[config.mk]
export PLATFORM = sky130hd
export DESIGN_NAME = lru_pair_cache
export DESIGN_NICKNAME = d
export VERILOG_FILES = /design/src/rtl/core/lpc_pkg.sv /design/src/rtl/core/lpc_ram.sv /design/src/rtl/core/lpc_ctrl.sv /design/src/rtl/core/lpc_dpath.sv /design/src/rtl/core/lru_pair_cache.sv
export SDC_FILE = /design/constraint.sdc
export NUM_CORES = 1
export LEC_CHECK = 0
export BUFFER_PORTS_ARGS = -buffer_cell sky130_fd_sc_hd__buf_2
export CORE_MARGIN = 4
export CORE_UTILIZATION = 36
export DETAILED_ROUTE_END_ITERATION = 8
export PLACE_DENSITY = 0.5
export SYNTH_ARGS = -nofsm -noshare
export SYNTH_HDL_FRONTEND = slang
export SYNTH_SLANG_ARGS = --single-unit
[constraint.sdc]
create_clock -name clk -period 9.75 [get_ports clk]
set_input_delay 0.975 -clock clk [delete_from_list [all_inputs] [get_ports clk]]
set_output_delay 0.975 -clock clk [all_outputs]
set_load 0.02 [all_outputs]
[src/rtl/core/lpc_pkg.sv]
// ----------------------------------------------------------------------------
// lpc_pkg
// shared types and constants of the lru pair cache: request and result
// payloads, operation and status codes, controller to datapath signals
// ----------------------------------------------------------------------------
package lpc_pkg;

  localparam int KEY_W = 32;
  localparam int CAP_W = 5;

  typedef enum logic [1:0] {
    KIND_ADD   = 2'd0,
    KIND_GET   = 2'd1,
    KIND_CLEAR = 2'd2,
    KIND_NOP   = 2'd3
  } kind_t;

  typedef enum logic [2:0] {
    ST_INSERTED  = 3'd0,
    ST_DUPLICATE = 3'd1,
    ST_FOUND     = 3'd2,
    ST_NOT_FOUND = 3'd3,
    ST_CLEARED   = 3'd4
  } status_t;

  typedef struct packed {
    kind_t                    kind;
    logic signed [KEY_W-1:0]  key;
    logic signed [KEY_W-1:0]  value;
  } in_t;

  typedef struct packed {
    status_t                  status;
    logic                     evicted;
    logic signed [KEY_W-1:0]  evicted_key;
    logic signed [KEY_W-1:0]  evicted_value;
  } out_t;

  typedef struct packed {
    logic load;
    logic issue;
    logic pass2;
    logic decide;
    logic finish;
  } cmd_t;

  typedef struct packed {
    logic issue_done;
    logic need_update;
  } sts_t;

endpackage

[src/rtl/core/lpc_ram.sv]
// ----------------------------------------------------------------------------
// lpc_ram
// generic single write port, single read port ram with registered read data
// ----------------------------------------------------------------------------
module lpc_ram #(
  parameter int WIDTH = 32,
  parameter int DEPTH = 16,
  parameter int AW    = (DEPTH > 1) ? $clog2(DEPTH) : 1
) (
  input  logic             clk,
  input  logic             we,
  input  logic [AW-1:0]    waddr,
  input  logic [WIDTH-1:0] wdata,
  input  logic [AW-1:0]    raddr,
  output logic [WIDTH-1:0] rdata
);

  logic [WIDTH-1:0] mem_r [DEPTH];
  logic [WIDTH-1:0] rdata_r;

  always_ff @(posedge clk) begin
    if (we) begin
      mem_r[waddr] <= wdata;
    end
    rdata_r <= mem_r[raddr];
  end

  assign rdata = rdata_r;

endmodule

[src/rtl/core/lpc_ctrl.sv]
// ----------------------------------------------------------------------------
// lpc_ctrl
// request sequencer: scan pass over the slots, decision, rank update pass,
// result strobe
// ----------------------------------------------------------------------------
module lpc_ctrl (
  input  logic          clk,
  input  logic          rst_n,
  input  logic          start,
  input  lpc_pkg::kind_t kind,
  output logic          busy,
  output lpc_pkg::cmd_t cmd,
  input  lpc_pkg::sts_t sts,
  output logic          out_valid
);
  import lpc_pkg::*;

  typedef enum logic [2:0] {
    S_IDLE,
    S_SCAN,
    S_DECIDE,
    S_UPDATE,
    S_DONE
  } state_t;

  state_t state_r, state_nxt;
  logic   out_valid_r, out_valid_nxt;

  always_comb begin
    cmd           = '0;
    state_nxt     = state_r;
    out_valid_nxt = 1'b0;
    unique case (state_r)
      S_IDLE: begin
        if (start) begin
          cmd.load = 1'b1;
          case (kind) inside
            KIND_ADD, KIND_GET: state_nxt = S_SCAN;
            KIND_CLEAR:         state_nxt = S_DONE;
            default:            state_nxt = S_IDLE;
          endcase
        end
      end
      S_SCAN: begin
        cmd.issue = !sts.issue_done;
        if (sts.issue_done) begin
          state_nxt = S_DECIDE;
        end
      end
      S_DECIDE: begin
        cmd.decide = 1'b1;
        state_nxt  = sts.need_update ? S_UPDATE : S_DONE;
      end
      S_UPDATE: begin
        cmd.issue = !sts.issue_done;
        cmd.pass2 = 1'b1;
        if (sts.issue_done) begin
          state_nxt = S_DONE;
        end
      end
      S_DONE: begin
        cmd.finish    = 1'b1;
        out_valid_nxt = 1'b1;
        state_nxt     = S_IDLE;
      end
    endcase
  end

  always_ff @(posedge clk) begin
    if (!rst_n) begin
      state_r     <= S_IDLE;
      out_valid_r <= 1'b0;
    end else begin
      state_r     <= state_nxt;
      out_valid_r <= out_valid_nxt;
    end
  end

  assign busy      = (state_r != S_IDLE);
  assign out_valid = out_valid_r;

  a_strobe_idle: assert property (@(posedge clk) disable iff (!rst_n)
    out_valid_r |-> (state_r == S_IDLE))
    else $error("result strobe while busy");

  a_decide_after_scan: assert property (@(posedge clk) disable iff (!rst_n)
    (state_r == S_DECIDE) |-> $past(state_r == S_SCAN))
    else $error("decision without a completed scan");

endmodule

[src/rtl/core/lpc_dpath.sv]
// ----------------------------------------------------------------------------
// lpc_dpath
// slot storage and scan datapath: pair and rank rams, valid bits, occupancy,
// capacity register, match and victim search, rank update, result register
// ----------------------------------------------------------------------------
module lpc_dpath #(
  parameter int DEPTH = 16
) (
  input  logic                        clk,
  input  logic                        rst_n,
  input  lpc_pkg::in_t                in_req,
  input  lpc_pkg::cmd_t               cmd,
  output lpc_pkg::sts_t               sts,
  input  logic                        cfg_we,
  input  logic [lpc_pkg::CAP_W-1:0]   cfg_data,
  output lpc_pkg::out_t               out_res
);
  import lpc_pkg::*;

  localparam int AW = (DEPTH > 1) ? $clog2(DEPTH) : 1;
  localparam int RW = AW;
  localparam int OW = $clog2(DEPTH + 1);
  localparam int EW = (OW > CAP_W) ? OW : CAP_W;
  localparam int PW = 2 * KEY_W;

  in_t              req_r;
  logic [AW:0]      idx_r;
  logic             rd_vld_r;
  logic             rd_pass2_r;
  logic [AW-1:0]    rd_idx_r;
  logic [DEPTH-1:0] valid_r;
  logic [DEPTH-1:0] valid_nxt;
  logic [OW-1:0]    occ_r;
  logic [CAP_W-1:0] cap_r;

  logic             found_r;
  logic [AW-1:0]    hit_idx_r;
  logic [RW-1:0]    hit_rank_r;
  logic             vic_found_r;
  logic [AW-1:0]    vic_idx_r;
  logic [RW-1:0]    vic_rank_r;
  logic [PW-1:0]    vic_pair_r;
  logic             free_found_r;
  logic [AW-1:0]    free_idx_r;
  logic [AW-1:0]    tgt_r;
  logic             evict_r;
  out_t             out_r, out_nxt;

  logic [PW-1:0]    pair_rdata;
  logic [RW-1:0]    rank_rdata;
  logic             pair_we;
  logic             rank_we;
  logic [AW-1:0]    rank_waddr;
  logic [RW-1:0]    rank_wdata;

  logic             cur_valid;
  logic             match;
  logic             is_add;
  logic             is_get;
  logic [EW-1:0]    occ_ext;
  logic [EW-1:0]    cap_ext;
  logic [EW-1:0]    eff_cap;
  logic             full;
  logic             evict_now;
  logic             do_insert;
  logic [AW-1:0]    tgt_now;
  logic             need_update;
  logic             p2_we;

  lpc_ram #(.WIDTH(PW), .DEPTH(DEPTH), .AW(AW)) u_pair_ram (
    .clk   (clk),
    .we    (pair_we),
    .waddr (tgt_now),
    .wdata ({req_r.key, req_r.value}),
    .raddr (idx_r[AW-1:0]),
    .rdata (pair_rdata)
  );

  lpc_ram #(.WIDTH(RW), .DEPTH(DEPTH), .AW(AW)) u_rank_ram (
    .clk   (clk),
    .we    (rank_we),
    .waddr (rank_waddr),
    .wdata (rank_wdata),
    .raddr (idx_r[AW-1:0]),
    .rdata (rank_rdata)
  );

  // effective capacity: zero means one, above depth saturates
  always_comb begin
    occ_ext = EW'(occ_r);
    cap_ext = EW'(cap_r);
    if (cap_r == '0) begin
      eff_cap = EW'(1);
    end else if (cap_ext > EW'(DEPTH)) begin
      eff_cap = EW'(DEPTH);
    end else begin
      eff_cap = cap_ext;
    end
    full = (occ_ext >= eff_cap);
  end

  assign cur_valid = valid_r[rd_idx_r];
  assign match     = cur_valid && (pair_rdata == {req_r.key, req_r.value});
  assign is_add    = (req_r.kind == KIND_ADD);
  assign is_get    = (req_r.kind == KIND_GET);

  assign need_update = (is_add && !found_r) || (is_get && found_r);
  assign evict_now   = is_add && !found_r && full && vic_found_r;
  assign do_insert   = cmd.decide && is_add && !found_r;

  // target slot: first free slot after the victim is released, else the hit slot
  always_comb begin
    if (evict_now) begin
      tgt_now = (free_found_r && (free_idx_r < vic_idx_r)) ? free_idx_r : vic_idx_r;
    end else if (is_add) begin
      tgt_now = free_idx_r;
    end else begin
      tgt_now = hit_idx_r;
    end
  end

  always_comb begin
    valid_nxt = valid_r;
    if (cmd.decide) begin
      if (evict_now) begin
        valid_nxt[vic_idx_r] = 1'b0;
      end
      if (do_insert) begin
        valid_nxt[tgt_now] = 1'b1;
      end
    end
    if (cmd.finish && (req_r.kind == KIND_CLEAR)) begin
      valid_nxt = '0;
    end
  end

  assign p2_we = rd_vld_r && rd_pass2_r && cur_valid && (rd_idx_r != tgt_r) &&
                 (is_add || (rank_rdata < hit_rank_r));

  assign pair_we    = do_insert;
  assign rank_we    = (cmd.decide && need_update) || p2_we;
  assign rank_waddr = cmd.decide ? tgt_now : rd_idx_r;
  assign rank_wdata = cmd.decide ? '0 : rank_rdata + RW'(1);

  always_comb begin
    out_nxt = '0;
    case (req_r.kind)
      KIND_ADD: out_nxt.status = found_r ? ST_DUPLICATE : ST_INSERTED;
      KIND_GET: out_nxt.status = found_r ? ST_FOUND : ST_NOT_FOUND;
      default:  out_nxt.status = ST_CLEARED;
    endcase
    out_nxt.evicted       = evict_r;
    out_nxt.evicted_key   = evict_r ? vic_pair_r[PW-1:KEY_W] : '0;
    out_nxt.evicted_value = evict_r ? vic_pair_r[KEY_W-1:0] : '0;
  end

  always_ff @(posedge clk) begin
    if (!rst_n) begin
      valid_r  <= '0;
      occ_r    <= '0;
      cap_r    <= CAP_W'(DEPTH);
      rd_vld_r <= 1'b0;
      idx_r    <= '0;
    end else begin
      if (cfg_we) begin
        cap_r <= cfg_data;
      end
      rd_vld_r <= cmd.issue;
      if (cmd.load || cmd.decide) begin
        idx_r <= '0;
      end else if (cmd.issue) begin
        idx_r <= idx_r + (AW+1)'(1);
      end
      valid_r <= valid_nxt;
      if (cmd.decide) begin
        occ_r <= occ_r - OW'(evict_now) + OW'(do_insert);
      end
      if (cmd.finish && (req_r.kind == KIND_CLEAR)) begin
        occ_r <= '0;
      end
    end
  end

  always_ff @(posedge clk) begin
    rd_pass2_r <= cmd.pass2;
    rd_idx_r   <= idx_r[AW-1:0];
    if (cmd.load) begin
      req_r        <= in_req;
      found_r      <= 1'b0;
      vic_found_r  <= 1'b0;
      free_found_r <= 1'b0;
      evict_r      <= 1'b0;
    end
    if (rd_vld_r && !rd_pass2_r) begin
      if (match && !found_r) begin
        found_r    <= 1'b1;
        hit_idx_r  <= rd_idx_r;
        hit_rank_r <= rank_rdata;
      end
      if (cur_valid && (!vic_found_r || (rank_rdata > vic_rank_r))) begin
        vic_found_r <= 1'b1;
        vic_idx_r   <= rd_idx_r;
        vic_rank_r  <= rank_rdata;
        vic_pair_r  <= pair_rdata;
      end
      if (!cur_valid && !free_found_r) begin
        free_found_r <= 1'b1;
        free_idx_r   <= rd_idx_r;
      end
    end
    if (cmd.decide) begin
      tgt_r   <= tgt_now;
      evict_r <= evict_now;
    end
    if (cmd.finish) begin
      out_r <= out_nxt;
    end
  end

  assign sts.issue_done  = (idx_r == (AW+1)'(DEPTH));
  assign sts.need_update = need_update;
  assign out_res         = out_r;

  a_occ_count: assert property (@(posedge clk) disable iff (!rst_n)
    $countones(valid_r) == occ_r)
    else $error("occupancy does not match valid slots");

  a_occ_bound: assert property (@(posedge clk) disable iff (!rst_n)
    occ_r <= OW'(DEPTH))
    else $error("occupancy above depth");

  a_victim_valid: assert property (@(posedge clk) disable iff (!rst_n)
    (cmd.decide && evict_now) |-> valid_r[vic_idx_r])
    else $error("eviction of an empty slot");

endmodule

[src/rtl/core/lru_pair_cache.sv]
// ----------------------------------------------------------------------------
// lru_pair_cache
// least recently used store of (key, value) pairs with eviction report
// ----------------------------------------------------------------------------
// a request (in_req: kind, key, value) is taken when start is high and busy is
// low. kind add inserts the pair as most recent, evicting the least recent
// pair when the store holds capacity pairs; an add of a pair already present
// is rejected. kind get looks the pair up and makes a hit most recent. kind
// clear empties the store. the fourth kind code is taken and does nothing.
// each add, get or clear gives one result on out_res, marked by out_valid for
// exactly one cycle; the receiver has no way to hold it off.
// an add or get walks the slot rams one address per cycle: a scan pass, a
// decision, and for an insert or a hit a rank update pass, then the result
// is registered; a clear only registers its result. busy stays high until
// the result is registered; out_valid is high in the cycle busy falls, when
// the next request may already be taken. capacity is written through
// cfg_valid/cfg_data; the user must write it only while idle, the block
// itself does not enforce this. cfg_ready is always high. reset empties the
// store and sets capacity to DEPTH.
// ----------------------------------------------------------------------------
module lru_pair_cache #(
  parameter int DEPTH = 16
) (
  input  logic                      clk,
  input  logic                      rst_n,
  input  logic                      start,
  output logic                      busy,
  input  lpc_pkg::in_t              in_req,
  output logic                      out_valid,
  output lpc_pkg::out_t             out_res,
  input  logic                      cfg_valid,
  output logic                      cfg_ready,
  input  logic [lpc_pkg::CAP_W-1:0] cfg_data
);
  import lpc_pkg::*;

  cmd_t cmd;
  sts_t sts;

  assign cfg_ready = 1'b1;

  lpc_ctrl u_ctrl (
    .clk       (clk),
    .rst_n     (rst_n),
    .start     (start),
    .kind      (in_req.kind),
    .busy      (busy),
    .cmd       (cmd),
    .sts       (sts),
    .out_valid (out_valid)
  );

  lpc_dpath #(.DEPTH(DEPTH)) u_dpath (
    .clk      (clk),
    .rst_n    (rst_n),
    .in_req   (in_req),
    .cmd      (cmd),
    .sts      (sts),
    .cfg_we   (cfg_valid && cfg_ready),
    .cfg_data (cfg_data),
    .out_res  (out_res)
  );

endmodule

==> summary.md <==
| Metric | Value |
|---|---|
| Die H | `392 um` |
| IO Port Bufs | `144` |
| Clock Pin Slew Worst Setup and Hold Paths | `0.06 ns` |
| Maxcap violations | `0` |
| VDD IR-drop max | `133 uV` |
| Grt ovf | `0` |
| # IOs | `146` |
| Ys async rst share | `0` |
| Share of cells above drive strength 1 | `0.288` |
| GP Congestion | `0.802` |
| Outcome | `finished, final reports clean` |
| Vias in the first global route | `25,319` |
| Core Footprint | `146,000 um^2` |
| DRT antenna net count | `0` |
| Crit Path Category | `reg2reg` |
| Cell variety after synth | `58` |
| Power density over cell area | `216 nW/um^2` |
| Final #Nets | `2,681` |
| Final min period | `4.97 ns` |
| Rel. slew slack | `0.204` |
| Starting DRT DRC Count | `1,823` |
| Slack of the critical path | `4.78 ns` |
| Chip width | `392 um` |
| Post-CTS resize count | `0` |
| Row count | `140` |
| Tcrit/Tclk final | `0.510` |
| CP Capture Type | `flop` |
| Critical path peak fanout | `40` |
| Slew Viols, Final | `0` |
| CTS sink count | `1,423` |
| Aggregate global-route resource usage | `0.163` |
| Detailed-route wire length | `124,000 um` |
| First-pass GRT wire length | `180,000 um` |
| EDFF count, synth | `1,311` |
| Worst slack, placed | `4.85 ns` |
| Fmax | `0.201 GHz` |
| Synthesis-to-finish area growth | `15.1%` |
| WP data required | `10.12 ns` |
| Post-synthesis register bit count | `1,423` |
| Slew of the pin with the lowest slew margin | `1.19 ns` |
| Vias/cell | `5.16` |
| DRC | `0` |
| Hpwl dp | `70,400 um` |
| Clk_skew | `0.0250 ns` |
| WL per Instance | `26.9 um` |
| CTS tree | `built` |
| CTS Buffer Depth | `3` |
| Die Area | `153,000 um^2` |
| Setup Buffers After CTS | `0` |
| Mapped Cells | `2,354` |
| Final hold vios | `0` |
| H-tree depth | `4` |
| Sequential share of the synthesized area | `0.785` |
| CP Launch Type | `flop` |
| RSZ-0062 raised after global routing | `false` |
| Number of vias in the routed layout | `23,889` |
| Post-CTS Hold Buffers | `0` |
| Root buffer cell | `clkbuf_16` |
| Syn_area_per_cell | `22.5 um^2` |
| Final setup violation count | `0` |
| CTS Buf Count | `152` |
| Hold Path Class | `in2reg` |
| Mapped cell area | `53,000 um^2` |
| Syn_nets | `2,453` |
| Leak pwr | `19.1 nW` |
| Setup_tns | `0 ns` |
| Most used DFF post-synth | `edfxtp_1` |
| Starting density of the core | `0.363` |
| Worst skew pair latency | `0.77 ns` |
| Pre-Repair DR Iteration Count | `5` |
| Yosys warns | `0` |
| Crit path DAT | `5.35 ns` |
| Initial antenna violation count | `6` |
| Largest net degree at the start of global routing | `159` |
-- per-layer routing --
layer / global-route usage / share of wire / wire [um] / vias to the layer above
met2: 0.269 / 0.49 / 61500 / 621
met5: 0 / 0 / 0 / -
li1: - / - / - / 10195
met3: 0.0273 / 0.046 / 5730 / 174
met1: 0.226 / 0.44 / 54700 / 12899
met4: 0.0436 / 0.020 / 2490 / 0
-- Yosys cell counts, drive strengths merged, types with 12 or more instances --
cell type	n	area, um^2
edfxtp	1311	39400
mux4	344	7750
dfxtp	112	2240
and2	69	432
xor2	66	578
clkbuf	65	244
nor2	42	160
inv	40	150
nand2	40	153
buf	36	179
a21oi	29	149
o21ai	25	125
ha	23	288
mux2i	21	214
nor4	16	100
nand3	12	70.1
xnor2	12	105
-- where the power goes --
part	switching (mW)	internal, mW
clock	2.34	3.38
sequential	0.160	6.81
combinational	0.273	0.194
-- logic make-up after synthesis --
group | Yosys count | synth area share
buffers and inverters | 142 | 0.0109
flip-flops | 1423 | 0.785
AO/OA/AOI/OAI | 83 | 0.0102
adder cells (fa/ha/maj) | 24 | 0.00581
XOR/XNOR | 78 | 0.0129
AND/OR/NAND/NOR | 233 | 0.0240
multiplexers | 370 | 0.151
other | 1 | 0.0000707
-- path summary, 6_finish.rpt --
path	startpoint	end	slack, ns	depth (start not counted)
worst max-delay path	u_dpath.cap_ext[1]	u_dpath.u_pair_ram.mem_r[5][9]	4.78	13
worst min register to register	u_dpath.u_pair_ram.rdata[56]	u_dpath.vic_pair_r[56]	0.45	0
worst max register to register	u_dpath.cap_ext[1]	u_dpath.u_pair_ram.mem_r[5][9]	4.78	13
worst min-delay path	in_req[12]	u_dpath.req_r[12]	0.39	1
-- critical path, stage by stage (launching register included) --
cell	delay [ns]
dfxtp_1	0.33
nor3_1	0.18
nor2_1	0.06
nor2_1	0.12
ha_1	0.25
nand2b_1	0.14
a21o_1	0.18
a21oi_2	0.63
clkinv_1	0.52
or3_1	0.48
a21oi_1	0.42
nand2_1	0.20
inv_4	0.35
buf_4	0.68
-- cells in the final DEF, fill, tap and decap left out, types with 6 or more instances in the layout --
cell type | netlist | final
a21oi_1 | 28 | 28
clkbuf_1 | 65 | 35
clkinv_1 | 1 | 31
a211oi_1 | 7 | 7
a21o_1 | 6 | 6
xnor2_1 | 12 | 12
clkinv_2 | 0 | 21
nor2_1 | 41 | 41
bufinv_16 | 0 | 15
edfxtp_1 | 1311 | 1311
mux2i_1 | 20 | 20
nor4_1 | 16 | 16
inv_4 | 0 | 17
nor3_1 | 8 | 8
ha_1 | 23 | 23
nand2_1 | 39 | 39
clkbuf_16 | 0 | 156
mux4_2 | 344 | 344
nand3_1 | 10 | 10
inv_1 | 39 | 22
buf_4 | 1 | 28
xor2_1 | 66 | 66
clkinvlp_4 | 0 | 6
dfxtp_1 | 112 | 108
nor2b_1 | 10 | 10
nand2b_1 | 6 | 6
and2_1 | 69 | 68
buf_2 | 20 | 144
nand4_1 | 7 | 7
inv_6 | 0 | 8
o21ai_0 | 25 | 25
-- stage by stage --
step / std cells / hold WS, ns / util / total power [mW] / instance area [um^2]
after floorplan: 2354 / 0.329 / - / 7.34 / 53000
after global placement: 4345 / 0.443 / 0.384 / 7.57 / 56100
after detailed placement: 4345 / 0.437 / 0.384 / 7.59 / 56100
after CTS: 4627 / 0.312 / 0.418 / 13.3 / 61000
after global routing: 4627 / 0.330 / 0.418 / 13.6 / 61000
final: 4628 / 0.387 / 0.418 / 13.2 / 61000
-- flip-flops by register name (all words and copies together) (netlist names), 5 cells and up --
register and flops:
u_dpath.req_r 66, u_dpath.occ_ext 5, u_dpath.u_rank_ram.mem_r 64, u_dpath.out_res 68, u_dpath.cap_ext 5, u_dpath.vic_pair_r 64
u_dpath.valid_r 16, u_dpath.idx_r 5, u_dpath.u_pair_ram.rdata 64, u_dpath.u_pair_ram.mem_r 1024
-- area by class of cell --
class,instances,area (um^2)
diodes,1,2.50
clock buffers,196,4100
clock inverters,86,870
fillers,12554,84900
inverters,41,196
multi-input cells,789,10800
flip-flops and latches,1423,41600
well taps,1917,2400
repair buffers,175,991
(Power assumes the default switching activity.)
